**src/sv/rfd_pkg.sv**
```systemverilog
// Types, constants and the CRC step for the rangefinder frame decoder.
package rfd_pkg;

  localparam int MAX_FRAME_BYTES_DEF = 64;
  localparam int HEAD_DEPTH          = 7;
  localparam int OUT_DATA_W          = 48;

  localparam logic [15:0] CRC_INIT     = 16'hFFFF;
  localparam logic [15:0] CRC_POLY     = 16'hA001;
  localparam logic [15:0] CRC_ERR_CODE = 16'h0005;
  localparam logic [7:0]  FLAG_MASK    = 8'h80;
  localparam logic [7:0]  HEX_HDR0     = 8'hB4;
  localparam logic [7:0]  HEX_HDR1     = 8'h69;
  localparam logic [7:0]  HEX_STOP     = 8'h05;
  localparam int          HEX_LEN      = 8;
  localparam int          MB_MAX_COUNT = 4;
  localparam int          MB_OVERHEAD  = 5;

  localparam logic MODE_MODBUS = 1'b0;
  localparam logic MODE_HEX    = 1'b1;

  localparam logic CFG_PROTOCOL_MODE = 1'b0;
  localparam logic CFG_SLAVE_ADDRESS = 1'b1;

  localparam logic [7:0] SLAVE_ADDRESS_RST = 8'h01;

  typedef enum logic [2:0] {
    ST_DIST   = 3'd0,
    ST_EXC    = 3'd1,
    ST_FAULT  = 3'd2,
    ST_CHECK  = 3'd3,
    ST_STOP   = 3'd4,
    ST_REJECT = 3'd5
  } status_t;

  typedef struct packed {
    logic       frame_end;
    logic [7:0] rx_byte;
  } beat_t;

  typedef struct packed {
    status_t     status;
    logic [31:0] distance_mm;
    logic [15:0] error_code;
  } result_t;

  // One byte of the reflected CRC-16, eight shift steps.
  function automatic logic [15:0] crc_feed(input logic [15:0] crc, input logic [7:0] b);
    logic [15:0] c;
    c = crc ^ {8'h00, b};
    for (int k = 0; k < 8; k++) begin
      c = c[0] ? ((c >> 1) ^ CRC_POLY) : (c >> 1);
    end
    return c;
  endfunction

endpackage

```
**src/sv/rangefinder_frame_decoder.sv**
```systemverilog
// One result beat per frame; its frame end goes through the input, then the result register.
// Throughput: one input beat per cycle barring a frame-end stall, set by the single-pass
//   decode between two registers; the per-byte CRC step and XOR sit in that pass.
// A frame-end beat waits in the input register while the result register is full.
// Reset (rst, synchronous): clears handshake state, frame state and config.
module rangefinder_frame_decoder #(
  parameter int MAX_FRAME_BYTES = rfd_pkg::MAX_FRAME_BYTES_DEF
) (
  input  logic                           clk,
  input  logic                           rst,
  // configuration write port
  input  logic                           cfg_we,
  input  logic                           cfg_index,  // 0 protocol_mode, 1 slave_address
  input  logic [7:0]                     cfg_data,
  // received bytes
  input  logic                           s_tvalid,
  output logic                           s_tready,
  input  logic [7:0]                     s_tdata,    // [7:0] rx_byte
  input  logic                           s_tlast,    // frame_end
  // frame results
  output logic                           m_tvalid,
  input  logic                           m_tready,
  output logic [rfd_pkg::OUT_DATA_W-1:0] m_tdata,    // [31:0] distance_mm, [47:32] error_code
  output logic [2:0]                     m_tuser     // [2:0] status
);
  import rfd_pkg::*;

  logic    slot_free;
  logic    advance;
  beat_t   beat;
  logic    res_valid;
  result_t res;

  // Hold the incoming beat; release it when the core may consume it.
  rfd_in_reg u_in (
    .clk       (clk),
    .rst       (rst),
    .s_tvalid  (s_tvalid),
    .s_tready  (s_tready),
    .s_tdata   (s_tdata),
    .s_tlast   (s_tlast),
    .slot_free (slot_free),
    .advance   (advance),
    .beat      (beat)
  );

  // Update the running CRC, XOR, header bytes and distance; decode at frame end.
  rfd_core #(
    .MAX_FRAME_BYTES (MAX_FRAME_BYTES)
  ) u_core (
    .clk       (clk),
    .rst       (rst),
    .cfg_we    (cfg_we),
    .cfg_index (cfg_index),
    .cfg_data  (cfg_data),
    .advance   (advance),
    .beat      (beat),
    .res_valid (res_valid),
    .res       (res)
  );

  // Hold the result beat for the sink; bytes other than a frame end keep flowing meanwhile.
  rfd_out_reg u_out (
    .clk       (clk),
    .rst       (rst),
    .res_valid (res_valid),
    .res       (res),
    .slot_free (slot_free),
    .m_tvalid  (m_tvalid),
    .m_tready  (m_tready),
    .m_tdata   (m_tdata),
    .m_tuser   (m_tuser)
  );

endmodule

```
**src/sv/rfd_in_reg.sv**
```systemverilog
// Input register stage: holds one beat and hands it to the decode core.
module rfd_in_reg (
  input  logic          clk,
  input  logic          rst,
  input  logic          s_tvalid,
  output logic          s_tready,
  input  logic [7:0]    s_tdata,   // [7:0] rx_byte
  input  logic          s_tlast,   // frame_end
  input  logic          slot_free,
  output logic          advance,
  output rfd_pkg::beat_t beat
);
  import rfd_pkg::*;

  logic  held;
  beat_t held_beat;

  // A frame-end beat waits for room in the result register; others never wait.
  assign advance  = held && (!held_beat.frame_end || slot_free);
  assign s_tready = !held || advance;
  assign beat     = held_beat;

  always_ff @(posedge clk) begin
    if (rst) begin
      held <= 1'b0;
    end else if (s_tvalid && s_tready) begin
      held <= 1'b1;
    end else if (advance) begin
      held <= 1'b0;
    end
  end

  always_ff @(posedge clk) begin
    if (s_tvalid && s_tready) begin
      held_beat.rx_byte   <= s_tdata;
      held_beat.frame_end <= s_tlast;
    end
  end

endmodule

```
**src/sv/rfd_core.sv**
```systemverilog
// Frame state, running checks and the frame-end decode.
module rfd_core #(
  parameter int MAX_FRAME_BYTES = rfd_pkg::MAX_FRAME_BYTES_DEF
) (
  input  logic             clk,
  input  logic             rst,
  input  logic             cfg_we,
  input  logic             cfg_index,
  input  logic [7:0]       cfg_data,
  input  logic             advance,
  input  rfd_pkg::beat_t   beat,
  output logic             res_valid,
  output rfd_pkg::result_t res
);
  import rfd_pkg::*;

  localparam int IDX_W = $clog2(MAX_FRAME_BYTES + 1);

  logic             protocol_mode;
  logic [7:0]       slave_address;

  logic [IDX_W-1:0] byte_index, byte_index_next;
  logic [15:0]      crc_acc, crc_acc_next;
  logic [7:0]       xor_acc, xor_acc_next;
  logic [15:0]      tail_bytes, tail_bytes_next;
  logic [31:0]      value_acc, value_acc_next;
  logic             overflow_flag, overflow_flag_next;
  logic [7:0]       head_bytes [HEAD_DEPTH];
  logic [7:0]       head_v [HEAD_DEPTH];

  logic             in_range;
  logic [IDX_W-1:0] len;
  logic             crc_ok;
  logic [7:0]       count;

  always_ff @(posedge clk) begin
    if (rst) begin
      protocol_mode <= MODE_MODBUS;
      slave_address <= SLAVE_ADDRESS_RST;
    end else if (cfg_we) begin
      case (cfg_index)
        CFG_PROTOCOL_MODE: protocol_mode <= cfg_data[0];
        CFG_SLAVE_ADDRESS: slave_address <= cfg_data;
        default: ;
      endcase
    end
  end

  always_comb begin
    in_range        = byte_index < IDX_W'(MAX_FRAME_BYTES);
    crc_acc_next    = (byte_index >= IDX_W'(2)) ? crc_feed(crc_acc, tail_bytes[15:8]) : crc_acc;
    tail_bytes_next = {tail_bytes[7:0], beat.rx_byte};
    xor_acc_next    = xor_acc ^ beat.rx_byte;
    overflow_flag_next = overflow_flag || !in_range;
    byte_index_next = in_range ? byte_index + IDX_W'(1) : byte_index;
    value_acc_next  = value_acc;
    // Count byte is already stored once the data bytes start.
    if (in_range && byte_index >= IDX_W'(3) && head_bytes[2] <= 8'(MB_MAX_COUNT) &&
        byte_index < IDX_W'(3) + IDX_W'(head_bytes[2][2:0])) begin
      value_acc_next = {value_acc[23:0], beat.rx_byte};
    end
    for (int i = 0; i < HEAD_DEPTH; i++) begin
      head_v[i] = (byte_index == IDX_W'(i)) ? beat.rx_byte : head_bytes[i];
    end
  end

  assign len    = byte_index + IDX_W'(1);
  assign crc_ok = (crc_acc_next[7:0] == tail_bytes_next[15:8]) &&
                  (crc_acc_next[15:8] == tail_bytes_next[7:0]);
  assign count  = head_v[2];

  always_comb begin
    res.status      = ST_REJECT;
    res.distance_mm = '0;
    res.error_code  = '0;
    if (overflow_flag_next) begin
      res.status = ST_REJECT;
    end else if (protocol_mode == MODE_MODBUS) begin
      if (head_v[0] != slave_address || len < IDX_W'(3)) begin
        res.status = ST_REJECT;
      end else if ((head_v[1] & FLAG_MASK) != 8'h00) begin
        res.status     = ST_EXC;
        res.error_code = {8'h00, head_v[2]};
      end else if (len >= IDX_W'(4) && (head_v[3] & FLAG_MASK) != 8'h00) begin
        if (len >= IDX_W'(7)) begin
          res.status     = ST_FAULT;
          res.error_code = {head_v[5], head_v[6]};
        end else begin
          res.status = ST_REJECT;
        end
      end else if (len < IDX_W'(MB_OVERHEAD)) begin
        res.status = ST_REJECT;
      end else if (!crc_ok) begin
        res.status     = ST_CHECK;
        res.error_code = CRC_ERR_CODE;
      end else if (count > 8'(MB_MAX_COUNT) ||
                   len != IDX_W'(count[2:0]) + IDX_W'(MB_OVERHEAD)) begin
        res.status = ST_REJECT;
      end else begin
        res.status      = ST_DIST;
        res.distance_mm = value_acc_next;
      end
    end else begin
      if (len != IDX_W'(HEX_LEN) || head_v[0] != HEX_HDR0 || head_v[1] != HEX_HDR1) begin
        res.status = ST_REJECT;
      end else if ((head_v[2] & FLAG_MASK) != 8'h00) begin
        res.status     = ST_FAULT;
        res.error_code = {head_v[2], head_v[3]};
      end else if (xor_acc_next != 8'h00) begin
        res.status = ST_CHECK;
      end else if (head_v[2] == HEX_STOP) begin
        res.status = ST_STOP;
      end else begin
        res.status      = ST_DIST;
        res.distance_mm = {head_v[3], head_v[4], head_v[5], head_v[6]};
      end
    end
  end

  assign res_valid = advance && beat.frame_end;

  // Advance the frame state; drop back to the idle values after a frame end.
  always_ff @(posedge clk) begin
    if (rst) begin
      byte_index    <= '0;
      crc_acc       <= CRC_INIT;
      xor_acc       <= '0;
      tail_bytes    <= '0;
      value_acc     <= '0;
      overflow_flag <= 1'b0;
    end else if (advance) begin
      if (beat.frame_end) begin
        byte_index    <= '0;
        crc_acc       <= CRC_INIT;
        xor_acc       <= '0;
        tail_bytes    <= '0;
        value_acc     <= '0;
        overflow_flag <= 1'b0;
      end else begin
        byte_index    <= byte_index_next;
        crc_acc       <= crc_acc_next;
        xor_acc       <= xor_acc_next;
        tail_bytes    <= tail_bytes_next;
        value_acc     <= value_acc_next;
        overflow_flag <= overflow_flag_next;
      end
    end
  end

  always_ff @(posedge clk) begin
    if (advance && byte_index < IDX_W'(HEAD_DEPTH)) begin
      head_bytes[byte_index[2:0]] <= beat.rx_byte;
    end
  end

endmodule

```
**src/sv/rfd_out_reg.sv**
```systemverilog
// Result register: holds one decoded frame result until the sink takes it.
module rfd_out_reg (
  input  logic                           clk,
  input  logic                           rst,
  input  logic                           res_valid,
  input  rfd_pkg::result_t               res,
  output logic                           slot_free,
  output logic                           m_tvalid,
  input  logic                           m_tready,
  output logic [rfd_pkg::OUT_DATA_W-1:0] m_tdata,  // [31:0] distance_mm, [47:32] error_code
  output logic [2:0]                     m_tuser   // [2:0] status
);
  import rfd_pkg::*;

  result_t held;

  assign slot_free = !m_tvalid || m_tready;
  assign m_tdata   = {held.error_code, held.distance_mm};
  assign m_tuser   = held.status;

  always_ff @(posedge clk) begin
    if (rst) begin
      m_tvalid <= 1'b0;
    end else if (res_valid) begin
      m_tvalid <= 1'b1;
    end else if (m_tready) begin
      m_tvalid <= 1'b0;
    end
  end

  always_ff @(posedge clk) begin
    if (res_valid) begin
      held <= res;
    end
  end

endmodule

```
**config.mk**
```make
export PLATFORM = sky130hd
export DESIGN_NAME = rangefinder_frame_decoder
export DESIGN_NICKNAME = d
export VERILOG_FILES = /design/src/sv/rfd_pkg.sv /design/src/sv/rangefinder_frame_decoder.sv /design/src/sv/rfd_in_reg.sv /design/src/sv/rfd_core.sv /design/src/sv/rfd_out_reg.sv
export SDC_FILE = /design/constraint.sdc
export NUM_CORES = 1
export LEC_CHECK = 0
export ABC_AREA = 1
export BUFFER_PORTS_ARGS = -buffer_cell sky130_fd_sc_hd__buf_2
export CAP_MARGIN = 40
export CORE_AREA = 5 5 139 141
export DETAILED_ROUTE_END_ITERATION = 7
export DIE_AREA = 0 0 144 146
export GPL_ROUTABILITY_DRIVEN = 0
export PLACE_DENSITY = 0.82
export SYNTH_ARGS = -nofsm -noshare
export SYNTH_HDL_FRONTEND = slang
export SYNTH_SLANG_ARGS = --single-unit
```
**constraint.sdc**
```tcl
create_clock -name clk -period 7.66 [get_ports clk]
set_input_delay 0.766 -clock clk [delete_from_list [all_inputs] [get_ports clk]]
set_output_delay 0.766 -clock clk [all_outputs]
set_load 0.1 [all_outputs]
```
==> results.md <==
- Capturing element type of the critical path: flip-flop
- Dominant cells by area after synthesis: edfxtp_1 (33%), dfxtp_1 (17%), nand2_1 (14%)
- Wl on met1: 10.9 mm
- DRT Pass-1 Iters: 6
- Pin count of the biggest net entering global routing: 86
- Synth Register Bits: 207
- Post-route ant nets: 0
- I/O pins: 76
- Data arrival, critical path: 4.52 ns
- Post-CTS Hold Buffers: 0
- Initial Util: 59.2%
- Fill count: 1441
- Root Buffer: clkbuf_16
- Gr ovfl total: 0
- Clock Latency Late Sink: 0.51 ns
- Fmax achieved: 239 MHz
- Area growth syn-to-layout: 11.1%
- Peak VDD IR: 0.182 mV
- Drt drc: 0
- Fin crit share: 54.7%
- Initial antenna violation count: 0
- Number of library cell types mapped by synthesis: 39
- Syn nets: 1380
- Fin. Hold Viols: 0
- First-pass GRT wire length: 45.5 mm
- R2r setup slk: 3.47 ns
- Clock sink count: 207
- Count leader, synth: nand2_1
- Main synth FF type: edfxtp_1
- Post-synth EDFFs: 116
- Rel. slew slack: 40.2%
- Synth top area share: 33.0%
- Die area: 21000 sq um
- Gr usage total: 27.1%
- Clock Skew: 0.0155 ns
- Status: finished, final reports clean
- Worst-case clock buffer depth: 3
- Fin worst setup slack: 3.47 ns
- CP Class: reg -> reg
- Max layer used: met4
- Worst R2R End: u_out.m_tdata[11]
- Most frequent cells after synthesis: nand2_1 (395), a21oi_1 (173), nand3_1 (117)
- Die width: 144 um
- Die height: 146 um
- Critical Path Start: u_core.byte_index[1]
- CTS tree: yes
- Layout net count: 1430
- Post-synth ARST share: 0%
- RSZ-0062 raised after global routing: no
- Layout cells sized above 1: 11.0%
- WHS: 0.429 ns
- Static Leak: 0.00485 uW
- Syn_area_per_cell: 7.86 sq um
- Reg2reg path depth: 16
- Post-synth top area cell: edfxtp_1
- Startpoint Class: flip-flop
- H-Tree Depth: 1
- Vias per Instance: 5.73
- Critical path capture point: u_out.m_tdata[11]
- Detailed Place HPWL: 18.8 mm
- CP Max Fanout: 32
- Power per cell area: 208 nW/um^2
- Register area share after synthesis: 50.2%
- Vias in the first global route: 8851
- Via count: 9390
- Clk pin slew, worst setup/hold paths: 0.06 ns
- Mapped Cells: 1344
- Max_cap viols: 0
- Pwr Total: 2440 uW
- Required @ worst endpoint: 8.00 ns
- Setup_tns: 0 ns
- Worst reg2reg startpoint: u_core.byte_index[1]
- Post-CTS sizing: 0
- CTS buffer count: 22
- Dpl ws: 3.68 ns
- Final setup fails: 0
- Worst Max-Slew Pin Slew: 0.897 ns
- HP Class: in -> reg
- Fin crit period: 4.19 ns
- Placeable Area: 17800 sq um
- Met3 routed WL: 3.00 mm
- 1st-iter DRT viols: 1220
- Inserted Diodes: 0
- Yosys warns: 0
- Count of final max-slew check failures: 0
- Site row count: 49
- Post-CTS Setup Repair Bufs: 0
- Met2 Routed Length: 13.1 mm
- WL final: 28.4 mm
- I/O Buffers: 75
- Routed len/inst: 17.3 um
- Post-Syn Area: 10600 sq um
-- registers in the layout (all words and copies together), names as in the netlist --
signal and count:
u_core.crc_acc 16, u_out.m_tdata 48, u_in.held 1, u_core.head_bytes 56
u_core.byte_index 7, u_core.slave_address 8, u_out.m_tuser 3, u_core.protocol_mode 1
u_core.value_acc 32, u_core.xor_acc 8, u_out.m_tvalid 1, u_core.overflow_flag 1
u_core.tail_bytes 16, u_in.beat 9
-- layer usage --
metal  vias up  global-route usage, %
met4         0                   12.4
met5         -                      0
met3        96                   4.63
met1      4249                   36.4
met2       508                   42.7
li1       4537                      -
-- where the power goes --
group	switching, uW	internal [uW]
clock	435	596
combinational	149	49.0
sequential	22.3	1190
-- final cells by class --
| class | instances | area, sq um | share of cell area, % |
|---|---|---|---|
| clock buffer | 33 | 623 | 5.31 |
| inverter | 125 | 469 | 4.00 |
| tap | 229 | 287 | 2.44 |
| clock inverter | 7 | 60.1 | 0.512 |
| multi-input combinational | 949 | 4500 | 38.3 |
| timing repair buffer | 89 | 493 | 4.20 |
| sequential | 207 | 5310 | 45.2 |
-- worst max-delay path, stage by stage, from the launching register on --
cell and delay [ns]:
dfxtp_1 0.61, ha_1 0.33, nand3_1 0.44, o21ai_1 0.53, inv_1 0.13, ha_1 0.30, xor2_1 0.14, nor2_1 0.13
o21a_1 0.14, nand2_1 0.05, nor3_2 0.09, nand4_1 0.11, inv_1 0.07, nand2_1 0.08, inv_2 0.49, nand3_1 0.14
a21oi_1 0.21
-- logic make-up after synthesis --
logic type               after synthesis  synth area share [%]
AO/OA/AOI/OAI                        263                  12.7
XOR/XNOR                              24                  1.99
adder cells (fa/ha/maj)               13                  1.54
buffers and inverters                188                  7.32
flip-flops                           207                  50.2
AND/OR/NAND/NOR                      649                  26.2
-- worst min-delay path by stage --
stage | start | endpoint | depth (start not counted)
after floorplan | u_core.overflow_flag | u_core.overflow_flag | 2
after global placement | u_core.overflow_flag | u_core.overflow_flag | 2
after detailed placement | u_core.overflow_flag | u_core.overflow_flag | 2
after CTS | s_tlast | u_in.beat[8] | 1
after global routing | s_tlast | u_in.beat[8] | 1
final | s_tdata[5] | u_in.beat[5] | 1
-- layout by cell type (no fill, tap or decap), drive strengths merged, types with 2 or more instances in the layout --
| cell type | synthesis | layout |
|---|---|---|
| nand3 | 117 | 117 |
| o21ai | 80 | 80 |
| dfxtp | 91 | 91 |
| clkbuf | 43 | 33 |
| xnor2 | 12 | 12 |
| nor4 | 2 | 2 |
| nand3b | 6 | 6 |
| nor3 | 9 | 9 |
| nand2 | 399 | 399 |
| a31oi | 2 | 2 |
| buf | 20 | 89 |
| ha | 13 | 13 |
| o21a | 5 | 5 |
| or2 | 7 | 7 |
| a21oi | 174 | 174 |
| edfxtp | 116 | 116 |
| nand4 | 10 | 10 |
| xor2 | 12 | 12 |
| clkinv | 1 | 7 |
| inv | 124 | 124 |
| nor2 | 97 | 97 |
-- through the flow --
stage               util [%]  area (sq um)  std cells
finish                  65.8         11700       1639
global route            65.8         11700       1639
CTS                     65.8         11700       1639
detailed placement      61.9         11100       1599
global placement        61.8         11000       1598
floorplan                  -         10600       1344
Power figures use the tool's default switching activity.
